## src/sv/dds_pkg.sv

```systemverilog
`timescale 1ns / 1ps
// ---------------------------------------------------------------------------
// dds_pkg: shared types and constants for the decimal digit sum block
// Field widths, conversion stage split and the double-dabble step function.
// ---------------------------------------------------------------------------
package dds_pkg;

  localparam int VALUE_W    = 64;                 // binary input width
  localparam int DIGITS     = 20;                 // decimal digits of 2^64-1
  localparam int BCD_W      = DIGITS * 4;
  localparam int SUM_W      = 8;                  // digit sum, at most 171
  localparam int STEP_BITS  = 8;                  // input bits consumed per stage
  localparam int CONV_STAGES = VALUE_W / STEP_BITS;
  localparam int GROUP      = 5;                  // digits per first-level adder
  localparam int GROUPS     = DIGITS / GROUP;
  localparam int PART_W     = $clog2(GROUP * 9 + 1);

  typedef logic [VALUE_W-1:0] value_t;
  typedef logic [SUM_W-1:0]   sum_t;
  typedef logic [PART_W-1:0]  part_t;

  // Conversion word: decimal digits on top, unconsumed binary bits below
  typedef struct packed {
    logic [BCD_W-1:0]   bcd;
    logic [VALUE_W-1:0] bin;
  } conv_t;

  // STEP_BITS rounds of add-3 correction and one-bit shift
  function automatic conv_t dabble_bits(input conv_t x);
    conv_t    w;
    logic [3:0] d;
    w = x;
    for (int s = 0; s < STEP_BITS; s++) begin
      for (int k = 0; k < DIGITS; k++) begin
        d = w.bcd[k*4 +: 4];
        if (d >= 4'd5) begin
          w.bcd[k*4 +: 4] = d + 4'd3;
        end
      end
      {w.bcd, w.bin} = {w.bcd[BCD_W-2:0], w.bin, 1'b0};
    end
    return w;
  endfunction

endpackage

```

## src/sv/dds_in_if.sv

```systemverilog
`timescale 1ns / 1ps
// ---------------------------------------------------------------------------
// dds_in_if: input channel of the decimal digit sum block
// Valid/ready handshake carrying one unsigned 64-bit value per word.
// ---------------------------------------------------------------------------
interface dds_in_if;
  import dds_pkg::*;

  logic   valid;
  logic   ready;
  value_t value;

  modport source (output valid, output value, input ready);
  modport sink   (input valid, input value, output ready);
endinterface

```

## src/sv/dds_out_if.sv

```systemverilog
`timescale 1ns / 1ps
// ---------------------------------------------------------------------------
// dds_out_if: result channel of the decimal digit sum block
// Valid/ready handshake carrying one 8-bit digit sum per word.
// ---------------------------------------------------------------------------
interface dds_out_if;
  import dds_pkg::*;

  logic valid;
  logic ready;
  sum_t digit_sum;

  modport source (output valid, output digit_sum, input ready);
  modport sink   (input valid, input digit_sum, output ready);
endinterface

```

## src/sv/dds_bcd_stage.sv

```systemverilog
`timescale 1ns / 1ps
// ---------------------------------------------------------------------------
// dds_bcd_stage: one registered binary-to-BCD conversion stage
// Consumes STEP_BITS binary bits by double dabble and holds the word.
// ---------------------------------------------------------------------------
module dds_bcd_stage (
  input  logic          clk,
  input  logic          rst,
  input  logic          up_valid,
  output logic          up_ready,
  input  dds_pkg::conv_t up_data,
  output logic          down_valid,
  input  logic          down_ready,
  output dds_pkg::conv_t down_data
);
  import dds_pkg::*;

  logic  valid;
  conv_t data;
  conv_t data_next;

  always_comb data_next = dabble_bits(up_data);

  // slot frees when empty or when the next stage takes it
  assign up_ready = !valid || down_ready;

  always_ff @(posedge clk) begin
    if (rst) begin
      valid <= 1'b0;
    end else if (up_ready) begin
      valid <= up_valid;
    end
  end

  always_ff @(posedge clk) begin
    if (up_ready && up_valid) begin
      data <= data_next;
    end
  end

  assign down_valid = valid;
  assign down_data  = data;
endmodule

```

## src/sv/dds_sum.sv

```systemverilog
`timescale 1ns / 1ps
// ---------------------------------------------------------------------------
// dds_sum: two-stage registered adder tree over the decimal digits
// Groups of digits are summed first, then the group sums; drives the result.
// ---------------------------------------------------------------------------
module dds_sum (
  input  logic                    clk,
  input  logic                    rst,
  input  logic                    up_valid,
  output logic                    up_ready,
  input  logic [dds_pkg::BCD_W-1:0] up_bcd,
  dds_out_if.source               sum_ch
);
  import dds_pkg::*;

  logic  part_valid;
  part_t part [GROUPS];
  part_t part_next [GROUPS];
  logic  part_ready;
  logic  total_valid;
  sum_t  total;
  sum_t  total_next;
  logic  total_ready;

  always_comb begin
    for (int g = 0; g < GROUPS; g++) begin
      part_next[g] = '0;
      for (int j = 0; j < GROUP; j++) begin
        part_next[g] = part_next[g]
                     + part_t'(up_bcd[(g*GROUP + j)*4 +: 4]);
      end
    end
  end

  always_comb begin
    total_next = '0;
    for (int g = 0; g < GROUPS; g++) begin
      total_next = total_next + sum_t'(part[g]);
    end
  end

  assign total_ready = !total_valid || sum_ch.ready;
  assign part_ready  = !part_valid || total_ready;
  assign up_ready    = part_ready;

  always_ff @(posedge clk) begin
    if (rst) begin
      part_valid  <= 1'b0;
      total_valid <= 1'b0;
    end else begin
      if (part_ready) begin
        part_valid <= up_valid;
      end
      if (total_ready) begin
        total_valid <= part_valid;
      end
    end
  end

  always_ff @(posedge clk) begin
    if (part_ready && up_valid) begin
      part <= part_next;
    end
    if (total_ready && part_valid) begin
      total <= total_next;
    end
  end

  assign sum_ch.valid     = total_valid;
  assign sum_ch.digit_sum = total;
endmodule

```

## src/sv/decimal_digit_sum_top.sv

```systemverilog
`timescale 1ns / 1ps
// ---------------------------------------------------------------------------
// decimal_digit_sum_top: sum of the decimal digits of a 64-bit value
// Pipelined double-dabble conversion followed by a registered adder tree.
// ---------------------------------------------------------------------------
// Usage
//   value_ch : input words, one unsigned 64-bit value each (valid/ready).
//   sum_ch   : result words, one 8-bit digit sum (0..171) per input word.
//   A word is taken on a rising edge with valid and ready both high.
// Stages
//   Ten register stages: eight conversion stages of 8 binary bits each,
//   then two adder stages (five-digit group sums, then the final total,
//   which is the output register). The acceptance edge loads the first
//   stage; each word then moves on through the stages in order.
// Throughput
//   One word per cycle while sum_ch.ready is high. Every stage holds its
//   own valid bit and moves when empty or when the stage after it moves.
// Reset
//   Synchronous rst clears all valid bits; the block is ready at once.
// Back-pressure
//   While sum_ch.ready is low the result holds. Empty stages upstream still
//   fill, so value_ch.ready drops only once all ten stages are occupied;
//   nothing is dropped or repeated.
// ---------------------------------------------------------------------------
module decimal_digit_sum_top (
  input  logic      clk,
  input  logic      rst,
  dds_in_if.sink    value_ch,
  dds_out_if.source sum_ch
);
  import dds_pkg::*;

  // stage chain; index 0 is the input side
  logic  stage_valid [CONV_STAGES+1];
  logic  stage_ready [CONV_STAGES+1];
  conv_t stage_data  [CONV_STAGES+1];

  assign stage_valid[0]     = value_ch.valid;
  assign stage_data[0].bin  = value_ch.value;
  assign stage_data[0].bcd  = '0;
  assign value_ch.ready     = stage_ready[0];

  for (genvar i = 0; i < CONV_STAGES; i++) begin : g_conv
    dds_bcd_stage u_stage (
      .clk        (clk),
      .rst        (rst),
      .up_valid   (stage_valid[i]),
      .up_ready   (stage_ready[i]),
      .up_data    (stage_data[i]),
      .down_valid (stage_valid[i+1]),
      .down_ready (stage_ready[i+1]),
      .down_data  (stage_data[i+1])
    );
  end

  // all binary bits consumed: the digits are complete
  dds_sum u_sum (
    .clk      (clk),
    .rst      (rst),
    .up_valid (stage_valid[CONV_STAGES]),
    .up_ready (stage_ready[CONV_STAGES]),
    .up_bcd   (stage_data[CONV_STAGES].bcd),
    .sum_ch   (sum_ch)
  );
endmodule

```

## src/flat_wrapper.sv

```systemverilog
// flat-port wrapper written by rule: the top's interface ports become plain ports
module decimal_digit_sum_top_flat import dds_pkg::*;
  (clk, rst, value_ch_valid, value_ch_value, value_ch_ready, sum_ch_valid, sum_ch_digit_sum, sum_ch_ready);
  dds_in_if value_ch_i ();
  dds_out_if sum_ch_i ();
  input  logic clk;
  input  logic rst;
  input wire logic [$bits(value_ch_i.valid)-1:0] value_ch_valid;
  input wire logic [$bits(value_ch_i.value)-1:0] value_ch_value;
  output wire logic [$bits(value_ch_i.ready)-1:0] value_ch_ready;
  output wire logic [$bits(sum_ch_i.valid)-1:0] sum_ch_valid;
  output wire logic [$bits(sum_ch_i.digit_sum)-1:0] sum_ch_digit_sum;
  input wire logic [$bits(sum_ch_i.ready)-1:0] sum_ch_ready;
  assign value_ch_i.valid = value_ch_valid;
  assign value_ch_i.value = value_ch_value;
  assign value_ch_ready = value_ch_i.ready;
  assign sum_ch_valid = sum_ch_i.valid;
  assign sum_ch_digit_sum = sum_ch_i.digit_sum;
  assign sum_ch_i.ready = sum_ch_ready;
  decimal_digit_sum_top u_core (.clk(clk), .rst(rst), .value_ch(value_ch_i), .sum_ch(sum_ch_i));
endmodule
```

## config.mk

```make
export PLATFORM = sky130hd
export DESIGN_NAME = decimal_digit_sum_top_flat
export DESIGN_NICKNAME = d
export VERILOG_FILES = /design/src/sv/dds_pkg.sv /design/src/sv/dds_in_if.sv /design/src/sv/dds_out_if.sv /design/src/sv/dds_bcd_stage.sv /design/src/sv/dds_sum.sv /design/src/sv/decimal_digit_sum_top.sv /design/src/flat_wrapper.sv
export SDC_FILE = /design/constraint.sdc
export NUM_CORES = 2
export LEC_CHECK = 0
export BUFFER_PORTS_ARGS = -buffer_cell sky130_fd_sc_hd__buf_2
export CAP_MARGIN = 0
export CORE_MARGIN = 2
export CORE_UTILIZATION = 38
export DETAILED_ROUTE_END_ITERATION = 8
export GPL_ROUTABILITY_DRIVEN = 0
export SLEW_MARGIN = 20
export SYNTH_ARGS = -nofsm -noshare
export SYNTH_HDL_FRONTEND = slang
export SYNTH_SLANG_ARGS = --single-unit
```

## constraint.sdc

```tcl
create_clock -name clk -period 12.2 [get_ports clk]
set_input_delay 2.44 -clock clk [delete_from_list [all_inputs] [get_ports clk]]
set_output_delay 2.44 -clock clk [all_outputs]
set_load 0.03 [all_outputs]
```

==> Word level (Yosys, flattened, before mapping) <==
Cells that the tools add are included.
{ "totals": {"reg_bits": 834, "in_bits": 68, "out_inout_bits": 10, "word_cells": 3291} }
{ "classes": {"add_sub_neg": 1089, "order_cmp": 1070, "muxes": 1070, "n_reduce_logical": 30} }
{ "ops": {"columns": ["operator", "count"], "rows": [
  ["4-bit by 3-bit greater-or-equal comparator with 1-bit output, second input constant", 1050],
  ["4-bit by 2-bit adder with 4-bit output, second input constant", 1007],
  ["4-bit 2-to-1 mux", 1007],
  ["3-bit 2-to-1 mux", 61],
  ["3-bit by 2-bit adder with 3-bit output, second input constant", 43],
  ["1-bit by 2-bit adder with 3-bit output, both inputs constant", 19],
  ["1-bit by 3-bit greater-or-equal comparator with 1-bit output, both inputs constant", 19],
  ["6-bit by 4-bit adder with 6-bit output", 8],
  ["5-bit by 4-bit adder with 6-bit output", 4],
  ["4-bit by 4-bit adder with 5-bit output", 4],
  ["1-bit logical AND", 10],
  ["1-bit logical NOT", 10],
  ["1-bit logical OR", 10],
  ["7-bit by 6-bit adder with 8-bit output", 1],
  ["8-bit by 6-bit adder with 8-bit output", 1],
  ["6-bit by 6-bit adder with 7-bit output", 1],
  ["1-bit by 2-bit adder with 3-bit output, second input constant", 1],
  ["1-bit by 3-bit greater-or-equal comparator with 1-bit output, second input constant", 1],
  ["1-bit 2-to-1 mux", 2]
]} }

==> Depth between registers and ports, before layout <==
{ "logic_depth": {"ltp_word": 16, "ltp_mapped": 39, "ltp_nobuf": 38} }

==> Hierarchy <==
Synthesis repeated with hierarchy kept, for this count alone.
{ "unflattened": {"cells_unflattened": 26702, "area_unflattened_um2": 202585.5} }
{ "modules_own_cells": {"columns": ["mod", "n_inst", "cells_each", "area_each_um2", "seq_area_each_um2"], "rows": [
  ["dds_bcd_stage", 8, 3298, 24890.1, 4103.9],
  ["dds_sum", 1, 317, 3460.8, 1001.0],
  ["decimal_digit_sum_top", 1, 1, 3.8, 0.0]
]} }

==> Worst setup path after synthesis <==
No wires, ideal clock.
{ "synth_timing": {"path_kind": "input -> register", "startpoint": "input port sum_ch_ready", "endpoint": "register u_core.g_conv[5].u_stage.data (netlist bit u_core.g_conv[5].u_stage.down_data[100]) (enable)", "setup_ps": 637, "arrival_ps": 8684, "t_required_ps": 11563, "path_slack_ps": 2880, "stages": 4, "n_path_buf": 0, "cell_sequence": "nor2b_1 -> and3_1 -> and2_0 -> a21boi_0"} }
{ "synth_between": {"elab_chain_cells": 6} }
{ "synth_rtl": {"columns": ["element", "line_no", "text"], "rows": [
  ["start: declaration", "flat_wrapper.sv:13", "input wire logic [$bits(sum_ch_i.ready)-1:0] sum_ch_ready;"],
  ["1-bit logical OR", "dds_sum.sv:42", "assign total_ready = !total_valid || sum_ch.ready;"],
  ["1-bit logical OR", "dds_sum.sv:43", "assign part_ready = !part_valid || total_ready;"],
  ["1-bit logical OR (3 in a row)", "dds_bcd_stage.sv:25", "assign up_ready = !valid || down_ready;"],
  ["1-bit logical AND", "dds_bcd_stage.sv:36", "if (up_ready && up_valid) begin"],
  ["end signal: assignment", "dds_bcd_stage.sv:37", "data <= data_next;"],
  ["end: declaration", "dds_bcd_stage.sv:19", "conv_t data;"]
]} }
No other way between the ends.
A chain may end at the register's enable or synchronous reset.

==> impl_metrics.json <==
{
  "status": "finished, final reports clean",
  "netlist_instances": 12297,
  "critPathLaunchType": "flip-flop",
  "finalHoldViolCount": 0,
  "drtPass1Iterations": 6,
  "syn_to_final_growth_pct": 6.86,
  "synthTopCellsByArea": "edfxtp_1 20%, ha_1 8.0%, a21oi_1 5.1%",
  "max-cap-violations": 0,
  "grt_pass1_vias": 77571,
  "worstMarginPinSlew_ns": 1.11,
  "ys_seq_area_frac": 0.199,
  "rows": 184,
  "final_nets": 12944,
  "synth_cell_types": 151,
  "die_h_um": 506,
  "critPathKind": "reg -> reg",
  "dp_hpwl_um": 160000,
  "ys.flop_type": "edfxtp_1",
  "max_freq_mhz": 125,
  "numPortBuffers": 77,
  "critPathMaxFanout": 10,
  "core-area_um2": 251000,
  "yosysWarningCount": 0,
  "wl_um": 210000,
  "start_util": 0.382,
  "grt_setup_unrepaired": "false",
  "wl_per_cell_um": 13.5,
  "grt_antenna_before_repair": 4,
  "synth_async_sr_flop_share": 0,
  "root_buffer": "clkbuf_16",
  "drive_gt1_frac": 0.0864,
  "cts.clk_slew.worst_paths_ns": 0.06,
  "synth-edff-count": 630,
  "cp_top_family": "compound AO/OA/AOI/OAI gates",
  "syn_area_um2": 95900,
  "clock_latency_ns": 0.74,
  "path_common_cell": "ha_1",
  "critPathBufInv": 4,
  "fillers": 25560,
  "cts-buffers-inserted": 86,
  "yosysTopAreaCell": "edfxtp_1",
  "arrival_ns": 8.58,
  "grt_max_degree": 81,
  "ys_ff_latch": 640,
  "setup_viol_count_final": 0,
  "setup_tns_ns": 0,
  "clock_sinks": 640,
  "drtIter0Drc": 4646,
  "grt_pass1_wl_um": 360000,
  "cp_slowest_cell": "o31ai_1",
  "yosysTopAreaCellShare": 0.197,
  "die_area_um2": 256000,
  "worst_path_largest_cell_delay_ns": 0.51,
  "setup.worst_path.start": "u_core.g_conv[3].u_stage.down_data[76]$_DFFE_PP_",
  "grt-ovfl-total": 0,
  "end_kind": "flip-flop",
  "finalMaxSlewViolations": 0,
  "synth_area_per_cell_um2": 7.80,
  "worstHoldPathType": "reg -> reg",
  "required_ns": 12.75,
  "synth_nets": 13031,
  "ios": 78,
  "postCtsSetupBuffers": 0,
  "die_x_um": 506,
  "holdBufCountCts": 0,
  "grt.total_usage": 0.157,
  "vias": 87546,
  "min-delay-start": "u_core.g_conv[1].u_stage.down_data[49]$_DFFE_PP_",
  "r2r_start": "u_core.g_conv[3].u_stage.down_data[76]$_DFFE_PP_",
  "clockBufferDepth": 3,
  "cts_tree": "yes",
  "htreeDepth": 3,
  "relSlewSlack": 0.254,
  "fin_crit_ns": 8.03,
  "post-route-period-util": 0.658,
  "post_cts_resized": 0,
  "via_per_inst": 5.60,
  "drcViolationCount": 0,
  "final_core_util": 0.408,
  "skew_ns": 0.0394,
  "ant_nets": 0
}
-- path summary, 6_finish.rpt --
check | cells past startpoint | to | slack [ns]
max | 32 | u_core.g_conv[4].u_stage.down_data[77]$_DFFE_PP_ | 4.17
min | 0 | u_core.g_conv[2].u_stage.down_data[57]$_DFFE_PP_ | 0.39
max reg2reg | 32 | u_core.g_conv[4].u_stage.down_data[77]$_DFFE_PP_ | 4.17
min reg2reg | 0 | u_core.g_conv[2].u_stage.down_data[57]$_DFFE_PP_ | 0.39
-- cells in the final DEF, fill, tap and decap left out, types with 51 or more instances in the layout --
cell and count:
o211a_1 59, o21ai_1 147, o21ai_0 896, o32ai_1 51
nand2_1 913, nor2_1 1046, xor2_1 124, mux2_2 259
o22ai_1 148, a211oi_1 247, fa_1 56, xnor2_1 372
and2_1 159, nor3b_1 105, o21bai_1 107, nor4_1 60
a21oi_1 969, inv_1 875, mux2i_1 395, a31o_2 81
nor3_1 345, edfxtp_1 630, clkbuf_16 88, o211ai_1 210
a211o_1 93, ha_1 610, buf_2 77, o31ai_1 104
or2_2 136, o21a_1 182, nor2b_1 137, nand2b_1 244
a31oi_1 208, and3_1 101, a2bb2oi_1 65, or3_1 132
a22oi_1 77, a21boi_0 90, a21o_1 192, nand3_1 301
-- sequential cells by signal, summed over array words and instances (netlist names) --
register,count
u_core.g_conv.u_stage.down_valid,8
u_core.u_sum.sum_ch.digit_sum,8
u_core.u_sum.part_valid,1
u_core.u_sum.sum_ch.valid,1
u_core.g_conv.u_stage.down_data,598
u_core.u_sum.part,24
-- synth_stat cells (all sizes together), types with 61 or more instances --
library cell and instances:
nor2 1050, o21ai 1048, a21oi 1011, nand2 914
inv 906, edfxtp 630, ha 610, xnor2 412
mux2i 403, nor3 355, nand3 302, mux2 263
a211oi 262, nand2b 244, clkbuf 224, a31oi 221
o211ai 214, a21o 192, o21a 182, and2 174
or2 162, o22ai 151, nor2b 140, or3 134
xor2 129, o31ai 122, nor3b 107, o21bai 107
a21boi 106, and3 103, a211o 94, a31o 81
a22oi 80, a2bb2oi 68, nor4 62, buf 61
-- per-layer routing --
layer | part of all wire | wire length [µm] | global-route usage | vias to the layer above
li1 | - | - | - | 46463
met1 | 0.49 | 104000 | 0.210 | 39943
met2 | 0.46 | 97100 | 0.271 | 947
met3 | 0.028 | 5810 | 0.0185 | 189
met4 | 0.017 | 3540 | 0.0311 | 4
met5 | 0.00013 | 27 | 0 | -
-- cell type report --
cell class / instances / area, µm² / area share
Sequential cell: 640 / 19100 / 0.187
Timing Repair Buffer: 110 / 646 / 0.00630
Inverter: 907 / 3400 / 0.0332
Multi-Input combinational cell: 10465 / 72300 / 0.706
Tap cell: 3348 / 4190 / 0.0409
Antenna cell: 1 / 2.50 / 0.0000244
Clock buffer: 98 / 2240 / 0.0219
Clock inverter: 59 / 567 / 0.00553
-- logic make-up after synthesis --
group,synth area share
flip-flops,0.199
buffers and inverters,0.0477
XOR/XNOR,0.0545
AND/OR/NAND/NOR,0.202
multiplexers,0.0738
adder cells (fa/ha/maj),0.0950
AO/OA/AOI/OAI,0.328
-- per-stage QoR --
stage	instances	hold slack (ns)	setup slack (ns)	cell area, µm²
after floorplan	12297	0.400	2.88	95900
after global placement	15469	0.400	4.27	99600
after detailed placement	15469	0.405	4.28	99600
after CTS	15626	0.386	4.21	102000
after global routing	15628	0.388	3.39	102000
final	15628	0.393	4.17	102000
Power is left out: the tool's default activity adds up to more than one toggle a clock period on the data nets, which glitch-free logic cannot reach.
